--- src/y2p420_pkg.sv ---
// Shared types and constants for the packed 4:2:2 to planar converter.
// No dependencies; imported by every module of the block.
package y2p420_pkg;

  localparam int MAX_WIDTH   = 2048;
  localparam int MAX_HEIGHT  = 2048;
  localparam int STORE_DEPTH = 1024;

  localparam int COL_W  = 10;   // pair column
  localparam int ROW_W  = 11;   // row
  localparam int CFG_W  = 12;   // size registers
  localparam int ADDR_W = $clog2(STORE_DEPTH);

  // Pair count cap: MAX_WIDTH/2, and no more than the line store holds
  localparam int PAIR_CAP_I = (MAX_WIDTH / 2 < STORE_DEPTH) ? MAX_WIDTH / 2 : STORE_DEPTH;
  localparam int ROW_CAP_I  = (MAX_HEIGHT < 2048) ? MAX_HEIGHT : 2048;
  localparam logic [ROW_W:0]  PAIR_CAP = (ROW_W + 1)'(PAIR_CAP_I);
  localparam logic [CFG_W:0]  ROW_CAP  = (CFG_W + 1)'(ROW_CAP_I);

  // Configuration register indexes
  typedef enum logic [1:0] {
    REG_FRAME_WIDTH    = 2'd0,
    REG_FRAME_HEIGHT   = 2'd1,
    REG_SUBSAMPLE_420  = 2'd2,
    REG_AVERAGE_CHROMA = 2'd3
  } cfg_reg_t;

  // What happens to the chroma of one word
  typedef enum logic [1:0] {
    CH_NONE = 2'd0,   // dropped (or parked in the line store)
    CH_RAW  = 2'd1,   // passed through
    CH_AVG  = 2'd2    // averaged with the stored even-row value
  } chroma_mode_t;

  typedef struct packed {
    logic [7:0]       luma_l;
    logic [7:0]       luma_r;
    logic [7:0]       cb;
    logic [7:0]       cr;
    logic [ROW_W-1:0] row;
    logic [COL_W-1:0] col;
    logic [ROW_W-1:0] crow;
    chroma_mode_t     mode;
    logic             eof;
  } item_t;

  // Line store access for one word
  typedef struct packed {
    logic              we;
    logic              re;
    logic [ADDR_W-1:0] addr;
    logic [15:0]       wdata;   // Cb high byte, Cr low byte
  } store_req_t;

endpackage

--- src/y2p420_out.sv ---
// Pipeline register waiting on line store data, chroma averaging and the
// output register with its stall handling. Depends on y2p420_pkg.
module y2p420_out (
  input  logic              clk,
  input  logic              rst_n,
  input  logic              in_accept,
  input  y2p420_pkg::item_t item,
  input  logic [15:0]       store_rdata,
  output logic              in_ready,
  output logic              out_tvalid,
  input  logic              out_tready,
  output logic [63:0]       out_tdata,
  output logic              out_tuser,
  output logic              out_tlast
);
  import y2p420_pkg::*;

  item_t       s1_r;
  logic        s1_valid_r, s1_valid_nxt;
  logic        s1_adv;
  logic        out_valid_r;
  logic [63:0] out_data_r;
  logic        out_user_r, out_last_r;
  logic [8:0]  cb_sum, cr_sum;
  logic [7:0]  cb_o, cr_o;
  logic        cv;

  assign s1_adv   = ~out_valid_r | out_tready;
  assign in_ready = ~s1_valid_r | s1_adv;

  always_comb begin
    s1_valid_nxt = s1_valid_r;
    if (in_accept)   s1_valid_nxt = 1'b1;
    else if (s1_adv) s1_valid_nxt = 1'b0;
  end

  always_ff @(posedge clk) begin
    if (!rst_n) s1_valid_r <= 1'b0;
    else        s1_valid_r <= s1_valid_nxt;
    if (in_accept) s1_r <= item;
  end

  assign cb_sum = {1'b0, store_rdata[15:8]} + {1'b0, s1_r.cb};
  assign cr_sum = {1'b0, store_rdata[7:0]}  + {1'b0, s1_r.cr};

  always_comb begin
    case (s1_r.mode)
      CH_RAW: begin
        cv = 1'b1; cb_o = s1_r.cb; cr_o = s1_r.cr;
      end
      CH_AVG: begin
        cv = 1'b1; cb_o = cb_sum[8:1]; cr_o = cr_sum[8:1];
      end
      default: begin
        cv = 1'b0; cb_o = '0; cr_o = '0;
      end
    endcase
  end

  always_ff @(posedge clk) begin
    if (!rst_n) out_valid_r <= 1'b0;
    else if (s1_adv) out_valid_r <= s1_valid_r;
    if (s1_adv) begin
      out_data_r <= {s1_r.crow, cr_o, cb_o, s1_r.col, s1_r.row, s1_r.luma_r, s1_r.luma_l};
      out_user_r <= cv;
      out_last_r <= s1_r.eof;
    end
  end

  assign out_tvalid = out_valid_r;
  assign out_tdata  = out_data_r;
  assign out_tuser  = out_user_r;
  assign out_tlast  = out_last_r;

endmodule
--- config.mk ---
export PLATFORM = sky130hd
export DESIGN_NAME = y2p420_out
export DESIGN_NICKNAME = d
export VERILOG_FILES = /design/src/y2p420_pkg.sv /design/src/y2p420_out.sv
export SDC_FILE = /design/constraint.sdc
export NUM_CORES = 1
export LEC_CHECK = 0
export BUFFER_PORTS_ARGS = -buffer_cell sky130_fd_sc_hd__buf_2
export CAP_MARGIN = 20
export CORE_AREA = 2 2 100 102
export CTS_BUF_LIST = sky130_fd_sc_hd__clkbuf_8
export DETAILED_ROUTE_END_ITERATION = 6
export DIE_AREA = 0 0 102 104
export PLACE_DENSITY = 0.87
export SETUP_SLACK_MARGIN = 0.02
export SYNTH_ARGS = -nofsm -noshare
export SYNTH_HDL_FRONTEND = slang
export SYNTH_SLANG_ARGS = --single-unit
export TNS_END_PERCENT = 20
--- constraint.sdc ---
create_clock -name clk -period 2.8 [get_ports clk]
set_input_delay 0.56 -clock clk [delete_from_list [all_inputs] [get_ports clk]]
set_output_delay 0.56 -clock clk [all_outputs]
set_load 0.02 [all_outputs]
# After elaboration in Yosys (flattened, before gate mapping)
# Cells that the tools add are included.
[word_totals]
regBits = 135
in_bits = 87
output_inout_bits = 68
elab_cells = 29
[op_classes]
add_sub_neg = 2
eq_ne = 2
n_mux = 5
n_bitwise = 4
reduce_logical = 2
[ops]
columns = ["op", "n"]
rows = [
  ["8-bit case mux with 2 select lines", 2],
  ["8-bit by 8-bit adder with 9-bit output", 2],
  ["1-bit two-way mux", 3],
  ["2-bit by 1-bit == test with 1-bit output (second input constant)", 1],
  ["2-bit == test (second input constant)", 1],
  ["1-bit NOT", 2],
  ["1-bit OR", 2],
  ["2-bit nonzero test", 1],
  ["2-bit OR reduction", 1],
]

# Depth between registers and ports, before layout
[depth]
depth_word = 4
mapped_depth = 7
depth_no_buf = 7

# Worst setup path before layout
# OpenSTA, ideal clock, no wires.
[synth_path]
path_kind = "input to register"
startpoint = "input port out_tready"
endpoint = "register out_data_r[0] (netlist: out_tdata[0]), enable pin"
setup_ps = 420
t_arrival_ps = 1914
t_required_ps = 2380
slack_ps = 466
cell_stages = 2
n_path_buf = 0
path_cell_list = "nor2b_1 -> inv_1"
[synth_between]
elab_chain_len = 1
[synth_lines]
columns = ["element", "line_no", "source"]
rows = [
  ["start: declaration", "y2p420_out.sv:11", "input logic out_tready,"],
  ["1-bit OR", "y2p420_out.sv:28", "assign s1_adv = ~out_valid_r | out_tready;"],
  ["via s1_adv", "y2p420_out.sv:20", "logic s1_adv;"],
  ["end signal: assignment", "y2p420_out.sv:64", "out_data_r <= {s1_r.crow, cr_o, cb_o, s1_r.col, s1_r.row, s1_r.luma_r, s1_r.luma_l};"],
  ["end: declaration", "y2p420_out.sv:22", "logic [63:0] out_data_r;"],
]
# The timed path passes the listed nets, and every way through them passes these cells.
# A chain may end at the register's enable or synchronous reset.

# Worst setup path after layout
[layout_path]
startpoint = "register s1_r[35] (netlist name)"
endpoint = "register out_data_r[52] (netlist: out_tdata[52]) (data pin)"
[layout_between]
elab_chain_len = 2
[layout_lines]
columns = ["element", "line_no", "source"]
rows = [
  ["start: declaration", "y2p420_out.sv:18", "item_t s1_r;"],
  ["start signal: assignment", "y2p420_out.sv:40", "if (in_accept) s1_r <= item;"],
  ["8-bit by 8-bit adder with 9-bit output", "y2p420_out.sv:44", "assign cr_sum = {1'b0, store_rdata[7:0]} + {1'b0, s1_r.cr};"],
  ["8-bit case mux with 2 select lines", "y2p420_out.sv:47", "case (s1_r.mode)"],
  ["via cr_o[7]", "y2p420_out.sv:25", "logic [7:0] cb_o, cr_o;"],
]
# The timed path passes the listed nets, and every way through them passes these cells.

==> results.json <==
{
  "grt_first_pass_wirelength_um": 14200,
  "rows": 36,
  "endpoint_arrival_time_on_the_critical_path_ns": 2.30,
  "core_region_area_um2": 9550,
  "synth_enable_flop_cells": 133,
  "timing_worst_slew_pin_value_ns": 0.824,
  "cts-root-buf": "clkbuf_8",
  "switching_share_pct": 26.7,
  "hold_buffers": 0,
  "detailedPlace.worstSlack_ns": 0.434,
  "synth_area_um2": 4880,
  "cp.buffers_inverters": 0,
  "detail-route-antenna-nets": 0,
  "number_of_drc_violations_after_detailed_routing_iteration_0": 131,
  "vias": 2870,
  "detail_route.wirelength_um": 9330,
  "synth.largest_area_cell": "edfxtp_1",
  "worst-path-max-fanout": 3,
  "reg2regPathDepth": 7,
  "sum_of_negative_setup_slack_ns": 0,
  "path_depth": 7,
  "critical_path_required_ns": 2.96,
  "yosys_synthesis_warning_count": 0,
  "postCtsSetupRepairBufs": 0,
  "worstSkewPairLatency_ns": 0.43,
  "yosys.cell_types.count": 38,
  "clock_power_share_pct": 32.6,
  "cpMaxStageDelayCell": "edfxtp_1",
  "relSlewSlack_pct": 45.0,
  "synth-seq-area-share_pct": 82.6,
  "floorplan.initialDensity_pct": 51.1,
  "total_power_mw": 4.46,
  "max_stage_delay_ns": 0.43,
  "leakage_dissipation_nw": 2.58,
  "cts_resized": 0,
  "port-buffer-count": 154,
  "tritoncts_clock_tree": "done",
  "fillerInstances": 728,
  "clockBufferDepth": 2,
  "timing.max_cap.violations": 0,
  "finalSetupViolations": 0,
  "grt_usage_pct": 18.1,
  "report.final.slew_viol_count": 0,
  "vdd.ir_drop.worst_uv": 366,
  "unrepaired_setup_endpoints_after_global_routing": "no",
  "synth_top_flop_cell": "edfxtp_1",
  "synth-async-reset-ratio_pct": 0,
  "die-width_um": 102,
  "number_of_optimization_iterations_in_the_first_detailed_route_pass": 4,
  "drt_drc_violations_left": 0,
  "worst_slack_ns": 0.656,
  "hold_viol_final": 0,
  "number_of_buffers_added_by_the_clock_tree_synthesis_step": 17,
  "post_synth.cell_area_avg_um2": 19.0,
  "synth_nets": 362,
  "design.die.area_um2": 10600,
  "power.share.sequential_pct": 55.5,
  "number_of_clock_sinks": 135,
  "postSynthCellCount": 257,
  "detailedPlacementHpwl_um": 6540,
  "netlist.area_leader.share_pct": 81.8,
  "ys_seq_elements": 135,
  "power_frac_comb_pct": 11.9,
  "status": "finished, final reports clean",
  "die_h_um": 104,
  "gp_congestion": 0.878,
  "power-per-cell-area_nw_per_um2": 719,
  "clock_pin_slew_of_the_registers_on_the_worst_case_setup_and_hold_paths_ns": 0.09,
  "min_delay_path_depth": 1,
  "synth_top_cells_by_area": "edfxtp_1 82%, ha_1 4.1%, xor2_1 1.3%, a21oi_1 1.1%, o21ai_0 1.1%",
  "timing.final.crit_period_ns": 2.14,
  "h_tree_depth": 4,
  "timing.fmax_ghz": 0.466,
  "grt_antenna_before_repair": 1,
  "via_count_of_the_first_global_routing_pass": 3014,
  "fin_worst_skew_ns": 0.0160,
  "cellInternalPower_mw": 3.27,
  "post_route_cells_drive_above_1_share_pct": 43.5,
  "finalNetCount": 533,
  "crit_type": "flip-flop to flip-flop",
  "critical_path.cell_chain": "and2_1 -> fa_1 -> a21o_2 -> a221oi_2 -> o21bai_1 -> a21oi_1 -> o21ai_0",
  "end_kind": "flip-flop",
  "layout-area-overhead-vs-synth_pct": 27.1,
  "grt_max_degree": 69,
  "routedWlPerCell_um": 16.2,
  "globalRoute.totalOverflow": 0,
  "worst_setup_path_start_kind": "flip-flop",
  "critical_path.top_delay_family": "compound AO/OA/AOI/OAI gates",
  "number_of_top_level_design_ports": 155,
  "post_drt_via_cell_ratio": 4.99,
  "hold_path_class": "input pin to flip-flop",
  "layout_worst_path_cycle_share_pct": 76.6,
  "total_switching_power_mw": 1.19
}
synthesized netlist by cell type, types with 2 or more instances:
cell type / instances
a21o_1: 4
a21oi_1: 11
a22oi_1: 5
clkbuf_1: 4
dfxtp_1: 2
edfxtp_1: 133
fa_1: 2
ha_1: 16
inv_1: 8
nand2_1: 14
nand2b_1: 3
nor2_1: 8
nor2b_1: 5
o21a_1: 2
o21ai_0: 11
xor2_1: 7
metal layers:
metal	vias up	GRT usage, %	part of all wire (%)
li1	1343	-	-
met1	1362	19.8	37
met2	140	31.2	53
met3	25	5.51	6.8
met4	0	9.62	3.8
met5	-	0	0
cells in the final DEF (no fill, tap or decap), types with 2 or more instances in the layout:
cell type	Yosys	layout
edfxtp_1	133	133
ha_1	16	16
fa_1	2	2
xor2_1	7	7
clkinvlp_4	0	3
inv_1	8	8
nor2b_1	5	5
o21ai_0	11	11
clkbuf_8	0	17
inv_6	0	5
buf_2	0	154
a21o_1	4	4
o21a_1	2	2
inv_8	0	3
nand2b_1	3	3
nor2_1	8	8
a21oi_1	11	11
clkinv_4	0	2
a22oi_1	5	5
nand2_1	14	14
dfxtp_1	2	2
final cells by class:
| type | count | area [um^2] | share of cell area (%) |
|---|---|---|---|
| antenna | 1 | 2.50 | 0.0403 |
| tap | 133 | 166 | 2.68 |
| sequential | 135 | 4030 | 65.0 |
| clock buffer | 17 | 234 | 3.77 |
| timing repair buffer | 156 | 798 | 12.9 |
| inverter | 8 | 30.0 | 0.484 |
| clock inverter | 15 | 138 | 2.22 |
| multi-input combinational | 110 | 803 | 12.9 |
power by group through the flow:
stage               Clock [mW]  Sequential (mW)  Combinational (mW)
floorplan                    0             2.64               0.173
global placement             0             2.51               0.510
detailed placement           0             2.53               0.529
CTS                       1.50             2.48               0.530
global route              1.58             2.50               0.572
finish                    1.45             2.48               0.530
path summary, 6_finish.rpt:
path / start / to / slack (ns)
worst min-delay path: item[22] / s1_r[22] / 0.30
worst max register to register: s1_r[35] / out_tdata[52] / 0.66
worst max-delay path: s1_r[35] / out_tdata[52] / 0.66
worst min register to register: s1_r[32] / out_tdata[24] / 0.41
kinds of logic after synthesis:
kind of cell    after synthesis  share of synthesized area, %
compound gates               47                          6.43
xor+xnor                      8                          1.44
fa+ha+maj                    18                          4.92
buf+inv                      12                         0.923
flops                       135                          82.6
simple gates                 37                          3.67
stage by stage:
stage / hold slack [ns] / std cells / util, % / area [um^2]
after floorplan: 0.400 / 257 / - / 4880
after global placement: 0.400 / 542 / 61.1 / 5830
after detailed placement: 0.405 / 542 / 61.1 / 5830
after CTS: 0.278 / 574 / 65.0 / 6200
after global routing: 0.272 / 575 / 65.0 / 6210
final: 0.299 / 575 / 65.0 / 6210
sequential cells by signal, indices dropped and copies added, names as in the netlist:
signal	cells
s1_valid_r	1
out_tlast	1
s1_r	67
out_tdata	64
out_tvalid	1
out_tuser	1
No activity file was read; power rests on OpenSTA's default activity.
