**src/y2p420_pkg.sv**
```systemverilog
// Shared types and constants for the packed 4:2:2 to planar converter.
// No dependencies; imported by every module of the block.
package y2p420_pkg;

  localparam int MAX_WIDTH   = 2048;
  localparam int MAX_HEIGHT  = 2048;
  localparam int STORE_DEPTH = 1024;

  localparam int COL_W  = 10;   // pair column
  localparam int ROW_W  = 11;   // row
  localparam int CFG_W  = 12;   // size registers
  localparam int ADDR_W = $clog2(STORE_DEPTH);

  // Pair count cap: MAX_WIDTH/2, and no more than the line store holds
  localparam int PAIR_CAP_I = (MAX_WIDTH / 2 < STORE_DEPTH) ? MAX_WIDTH / 2 : STORE_DEPTH;
  localparam int ROW_CAP_I  = (MAX_HEIGHT < 2048) ? MAX_HEIGHT : 2048;
  localparam logic [ROW_W:0]  PAIR_CAP = (ROW_W + 1)'(PAIR_CAP_I);
  localparam logic [CFG_W:0]  ROW_CAP  = (CFG_W + 1)'(ROW_CAP_I);

  // Configuration register indexes
  typedef enum logic [1:0] {
    REG_FRAME_WIDTH    = 2'd0,
    REG_FRAME_HEIGHT   = 2'd1,
    REG_SUBSAMPLE_420  = 2'd2,
    REG_AVERAGE_CHROMA = 2'd3
  } cfg_reg_t;

  // What happens to the chroma of one word
  typedef enum logic [1:0] {
    CH_NONE = 2'd0,   // dropped (or parked in the line store)
    CH_RAW  = 2'd1,   // passed through
    CH_AVG  = 2'd2    // averaged with the stored even-row value
  } chroma_mode_t;

  typedef struct packed {
    logic [7:0]       luma_l;
    logic [7:0]       luma_r;
    logic [7:0]       cb;
    logic [7:0]       cr;
    logic [ROW_W-1:0] row;
    logic [COL_W-1:0] col;
    logic [ROW_W-1:0] crow;
    chroma_mode_t     mode;
    logic             eof;
  } item_t;

  // Line store access for one word
  typedef struct packed {
    logic              we;
    logic              re;
    logic [ADDR_W-1:0] addr;
    logic [15:0]       wdata;   // Cb high byte, Cr low byte
  } store_req_t;

endpackage

```
**src/y2p420_seq.sv**
```systemverilog
// Configuration registers and column/row counters; classifies each word
// and issues its line store access. Depends on y2p420_pkg.
module y2p420_seq (
  input  logic                          clk,
  input  logic                          rst_n,
  input  logic                          cfg_we,
  input  y2p420_pkg::cfg_reg_t          cfg_sel,
  input  logic [y2p420_pkg::CFG_W-1:0]  cfg_wdata,
  input  logic                          in_accept,
  input  logic [31:0]                   in_word,
  output y2p420_pkg::item_t             item,
  output y2p420_pkg::store_req_t        store_req
);
  import y2p420_pkg::*;

  logic [CFG_W-1:0] width_r, height_r;
  logic             sub_r, avg_r;
  logic [COL_W-1:0] col_r, col_nxt;
  logic [ROW_W-1:0] row_r, row_nxt;

  logic [ROW_W-1:0] pairs;
  logic [CFG_W:0]   rows;
  logic             last_col, last_row;
  chroma_mode_t     mode;

  always_ff @(posedge clk) begin
    if (!rst_n) begin
      width_r  <= CFG_W'(384);
      height_r <= CFG_W'(288);
      sub_r    <= 1'b1;
      avg_r    <= 1'b0;
    end else if (cfg_we) begin
      case (cfg_sel)
        REG_FRAME_WIDTH:    width_r  <= cfg_wdata;
        REG_FRAME_HEIGHT:   height_r <= cfg_wdata;
        REG_SUBSAMPLE_420:  sub_r    <= cfg_wdata[0];
        REG_AVERAGE_CHROMA: avg_r    <= cfg_wdata[0];
        default: ;
      endcase
    end
  end

  // Effective sizes: zero taken as one, then capped
  always_comb begin
    pairs = width_r[CFG_W-1:1];
    if (pairs == '0) pairs = ROW_W'(1);
    if ({1'b0, pairs} > PAIR_CAP) pairs = PAIR_CAP[ROW_W-1:0];
    rows = {1'b0, height_r};
    if (rows == '0) rows = (CFG_W + 1)'(1);
    if (rows > ROW_CAP) rows = ROW_CAP;
  end

  assign last_col = ({1'b0, col_r} + ROW_W'(1)) >= pairs;
  assign last_row = ({1'b0, row_r} + (ROW_W + 1)'(1)) >= rows[ROW_W:0];

  always_comb begin
    col_nxt = col_r;
    row_nxt = row_r;
    if (in_accept) begin
      if (last_col) begin
        col_nxt = '0;
        row_nxt = last_row ? '0 : row_r + ROW_W'(1);
      end else begin
        col_nxt = col_r + COL_W'(1);
      end
    end
  end

  always_ff @(posedge clk) begin
    if (!rst_n) begin
      col_r <= '0;
      row_r <= '0;
    end else begin
      col_r <= col_nxt;
      row_r <= row_nxt;
    end
  end

  always_comb begin
    if (!sub_r)            mode = CH_RAW;
    else if (avg_r)        mode = row_r[0] ? CH_AVG : CH_NONE;
    else                   mode = row_r[0] ? CH_NONE : CH_RAW;
  end

  always_comb begin
    item.luma_l = in_word[7:0];
    item.cb     = in_word[15:8];
    item.luma_r = in_word[23:16];
    item.cr     = in_word[31:24];
    item.row    = row_r;
    item.col    = col_r;
    item.crow   = sub_r ? {1'b0, row_r[ROW_W-1:1]} : row_r;
    item.mode   = mode;
    item.eof    = last_col & last_row;
  end

  // When averaging in 4:2:0 mode, even rows park chroma and odd rows fetch it back; a full row lies between
  always_comb begin
    store_req.addr  = col_r[ADDR_W-1:0];
    store_req.wdata = {in_word[15:8], in_word[31:24]};
    store_req.we    = in_accept & sub_r & avg_r & ~row_r[0];
    store_req.re    = in_accept & (mode == CH_AVG);
  end

endmodule

```
**config.mk**
```make
export PLATFORM = sky130hd
export DESIGN_NAME = y2p420_seq
export DESIGN_NICKNAME = d
export VERILOG_FILES = /design/src/y2p420_pkg.sv /design/src/y2p420_seq.sv
export SDC_FILE = /design/constraint.sdc
export NUM_CORES = 1
export LEC_CHECK = 0
export ABC_AREA = 1
export BUFFER_PORTS_ARGS = -buffer_cell sky130_fd_sc_hd__buf_2
export CAP_MARGIN = 30
export CELL_PAD_IN_SITES_DETAIL_PLACEMENT = 0
export CELL_PAD_IN_SITES_GLOBAL_PLACEMENT = 2
export CORE_MARGIN = 10
export CORE_UTILIZATION = 25
export CTS_CLUSTER_SIZE = 8
export DETAILED_ROUTE_END_ITERATION = 10
export GPL_TIMING_DRIVEN = 0
export PLACE_DENSITY = 0.84
export SYNTH_ARGS = -nofsm -noshare
export SYNTH_HDL_FRONTEND = slang
export SYNTH_SLANG_ARGS = --single-unit
```
**constraint.sdc**
```tcl
create_clock -name clk -period 2.8 [get_ports clk]
set_clock_uncertainty 0.1 [all_clocks]
set_input_delay 0.14 -clock clk [delete_from_list [all_inputs] [get_ports clk]]
set_output_delay 0.14 -clock clk [all_outputs]
set_load 0.005 [all_outputs]
```
Word-level counts from Yosys, hierarchy flattened
Index checks and enable logic that the tools add are counted.
W data, S select, Z words.
{"block": "word_totals", "elab_cells": 43, "input_bits": 50, "output_inout_bits": 95, "regBits": 47}
{"block": "classes", "mux": 11, "n_lt_le_gt_ge": 4, "reduce_logical": 8, "n_addsub": 4, "bitwise_logic": 6, "n_eq_ne": 4}
{"cell": "$mux W11", "count": 4}
{"cell": "$mux W12", "count": 2}
{"cell": "$gt A13 B12 Y1 const B", "count": 1}
{"cell": "$add A11 B1 Y12 const B", "count": 1}
{"cell": "$ge A12 B12 Y1", "count": 1}
{"cell": "$logic_not A12 Y1", "count": 1}
{"cell": "$add A10 B1 Y11 const B", "count": 1}
{"cell": "$add A11 B1 Y11 const B", "count": 1}
{"cell": "$ge A11 B11 Y1", "count": 1}
{"cell": "$gt A11 B11 Y1 const B", "count": 1}
{"cell": "$logic_not A11 Y1", "count": 1}
{"cell": "$add A10 B1 Y10 const B", "count": 1}
{"cell": "$mux W10", "count": 1}
{"cell": "$reduce_and A2 Y1", "count": 5}
{"cell": "$eq A2 B2 Y1 const B", "count": 3}
{"cell": "$mux W2", "count": 3}
{"cell": "$and A1 B1 Y1", "count": 5}
{"cell": "$eq A2 B1 Y1 const B", "count": 1}
{"cell": "$logic_not A2 Y1", "count": 1}
{"cell": "$mux W1", "count": 1}
{"cell": "$not A1 Y1", "count": 1}

Depth between registers and ports, before layout
{"block": "logic_depth", "depth_word": 6, "depth_mapped": 18}

Least setup slack after synthesis
No wires, ideal clock.
{"block": "synth_path", "path_kind": "reg2reg", "from": "reg col_r[0]", "to": "reg row_r[1]", "synth_period_minus_slack_ns": 2.387, "slack_ns": 0.413, "t_arrival_ns": 2.229, "stages_incl_launch_ff": 17, "cell_sequence": "dfxtp_1 ha_1 nand2_1 inv_2 nand4_2 nor2_1 xor2_1 ha_1 nand2_1 nand2_1 a21oi_2 nand2_2 o21bai_4 nand2_4 inv_2 nand2_1 nand2_1"}
{"block": "synth_between", "elab_chain_len": 3}
{"item": "start, declared", "line_no": "y2p420_seq.sv:18", "text": "logic [COL_W-1:0] col_r, col_nxt;"}
{"item": "start signal, assigned", "line_no": "y2p420_seq.sv:74", "text": "col_r <= col_nxt;"}
{"item": "$add A10 B1 Y11", "line_no": "y2p420_seq.sv:53", "text": "assign last_col = ({1'b0, col_r} + ROW_W'(1)) >= pairs;"}
{"item": "$ge A11 B11 Y1", "line_no": "y2p420_seq.sv:53"}
{"item": "$reduce_and A2 Y1 (no source line)"}
{"item": "end signal, assigned", "line_no": "y2p420_seq.sv:75", "text": "row_r <= row_nxt;"}
{"item": "end, declared", "line_no": "y2p420_seq.sv:19", "text": "logic [ROW_W-1:0] row_r, row_nxt;"}
No other way between the ends.
A chain may end at the register's enable or synchronous reset.

==> impl_metrics.tcl <==
set metrics [dict create \
    status "complete, but fails checks" \
    dr.pass1.iters 4 \
    crit_start "col_r[1]$_SDFFE_PN0P_" \
    place_area_um2 4275 \
    synth_commonest_cells "nand2_1 (132), nor2_1 (74), buf_4 (59)" \
    rsz0062_at_grt "true" \
    power_leakage_nw 2.495 \
    drt_iter0_drc 132 \
    clk_latency_ns 0.29 \
    finalCritPeriodShare_pct 95.12 \
    final_area_um2 4726 \
    hold_end "height_r[4]$_SDFFE_PN0P_" \
    cts_tree "yes" \
    track_usage_pct 10.49 \
    fmax_ghz 0.3755 \
    setup-tns-final_ns 0 \
    fp.dieH_um 138.2 \
    ys_top_cells_by_area "dfxtp_1 (26%), nand2_1 (14%), buf_4 (13%)" \
    hp-start "cfg_wdata[4]" \
    r2r_start "col_r[1]$_SDFFE_PN0P_" \
    slew_headroom_pct 64.53 \
    critPathMaxFanout 5 \
    syn_area_per_cell_um2 6.619 \
    yosys_warnings 0 \
    yosys.cell_count.top_type "nand2_1" \
    dp_slack_ns -0.1040 \
    drt-wirelength-per-cell_um 12.64 \
    power_density_nw_per_um2 416.4 \
    nets 737 \
    hold_depth 3 \
    synth-edff-count 0 \
    antenna_found_initial 0 \
    async_flop_share_pct 0 \
    die-area_um2 19110 \
    io_buffers 111 \
    synth_top_area_share_pct 26.35 \
    hold_viol_final 1 \
    synth-seq-area-share_pct 26.35 \
    final_util_pct 34.31 \
    worst_pin_slew_ns 0.5321 \
    wl_um 10660 \
    cts_max_level 2 \
    fillers 1506 \
    ant_nets 0 \
    max-vdd-ir-drop_mv 0.2353 \
    vias 3618 \
    dp_cells 819 \
    hold_ws_ns -0.0002345 \
    numCtsBuffers 5 \
    ys_ff_latch 46 \
    setup_violations 0 \
    grt_pass1_wl_um 17110 \
    via_per_inst 4.292 \
    hp-class "in2reg" \
    grt_max_degree 15 \
    reg2reg_to "row_r[0]$_SDFFE_PN0P_" \
    row_count 43 \
    ys_types 33 \
    root_buffer "clkbuf_16" \
    syn_area_um2 3495 \
    synth_top_area_cell "dfxtp_1" \
    r2r_setup_slack_ns 0.22 \
    cp-end-kind "output port" \
    ios 145 \
    worstPathArrival_ns 2.42 \
    grt-ovfl-total 0 \
    route.detailed.drc 0 \
    violations "negative hold slack" \
    clk_pin_slew_ns 0.07 \
    ff2ff_path_depth 18 \
    max_cap_violations 0 \
    final_max_slew_viol_count 0 \
    cp-start-kind "flip-flop" \
    core_area_um2 13770 \
    crit_type "reg2out" \
    clock_sinks 46 \
    cp.required_ns 2.56 \
    drive_gt1_share_pct 39.22 \
    place_hpwl_um 8762 \
    syn-num-nets 603 \
    grt_pass1_vias 3468 \
    fin_ws_ns 0.1366 \
    num_antenna_cells 0 \
    synth-main-ff-cell "dfxtp_1" \
    layout.cells.non_filler 843 \
    finalPower_mw 1.968 \
    gp_congestion 0.7519 \
    synthCells 528 \
    die_x_um 138.2 \
    finalCriticalPeriod_ns 2.663 \
    initial_core_util_pct 25.37 \
    cts_buffer_depth 2 \
    syn_to_final_growth_pct 35.23 \
]
-- worst max-delay path by stage --
stage / end / cells past startpoint
floorplan: row_r[1]$_SDFFE_PN0P_ / 16
global placement: row_r[9]$_SDFFE_PN0P_ / 15
detailed placement: row_r[9]$_SDFFE_PN0P_ / 15
CTS: item[0] / 16
global route: item[0] / 16
finish: item[0] / 16
-- final cells by class --
cell class	count	area, um2	area share [%]
Clock buffer	6	138.9	2.939
Buffer	70	488.0	10.33
Tap cell	180	225.2	4.766
Timing Repair Buffer	126	675.6	14.30
Multi-Input combinational cell	355	1972	41.73
Inverter	58	217.7	4.607
Clock inverter	2	60.06	1.271
Sequential cell	46	948.4	20.07
-- layer usage --
layer / track usage, % / part of all wire (%) / up-vias
li1: - / - / 1872
met1: 12.60 / 45 / 1633
met2: 17.95 / 47 / 104
met3: 2.808 / 6.4 / 9
met4: 2.830 / 1.2 / 0
met5: 0 / 0 / -
-- report_power, final --
part | total, mW | internal, mW | switching [mW]
clock | 0.801 | 0.536 | 0.264
sequential | 0.728 | 0.689 | 0.0393
combinational | 0.439 | 0.215 | 0.224
total | 1.97 | 1.44 | 0.528
-- critical path, stage by stage (launching register included) --
cell,delay [ns]
dfxtp_4,0.36
ha_2,0.17
nand2_1,0.08
inv_2,0.09
nand4_4,0.10
nor2_2,0.14
xor2_2,0.09
ha_1,0.32
nand2_1,0.07
inv_2,0.05
nand2_2,0.05
nor2_1,0.09
nand2_1,0.07
nand2_2,0.12
nor2_4,0.06
a21oi_2,0.13
buf_2,0.13
-- flip-flops by register name, summed over array words and instances, names as in the netlist --
register	flops
col_r	10
sub_r	1
width_r	11
height_r	12
avg_r	1
row_r	11
-- cell families after synthesis --
family | share of synthesized area, %
DFF | 26.35
xor gates and xnor gates | 3.222
buffers and inverters | 20.19
adders and majority gates | 8.951
and+or+nand+nor | 32.05
AOI/OAI and AO/OA | 9.237
-- layout by cell type, fill, tap and decap left out, types with 11 or more instances in the layout --
master and count:
nor2_1 71, inv_1 48, buf_4 71, ha_1 24, a21oi_1 15, nand3_1 16
nand2_2 11, dfxtp_2 13, nand2_1 128, o21ai_0 36, dfxtp_1 30, buf_2 114
-- timing repair --
action / in CTS / in global routing
resized for setup: 14 / 27
buffers inserted: 9 / 3
pin swaps: 5 / 12
endpoints found under the hold margin: 4 / 0
cloned: 0 / 1
hold buffers: 3 / 0
endpoints found under the setup margin: 14 / 13
No activity file was read; power rests on OpenSTA's default activity.
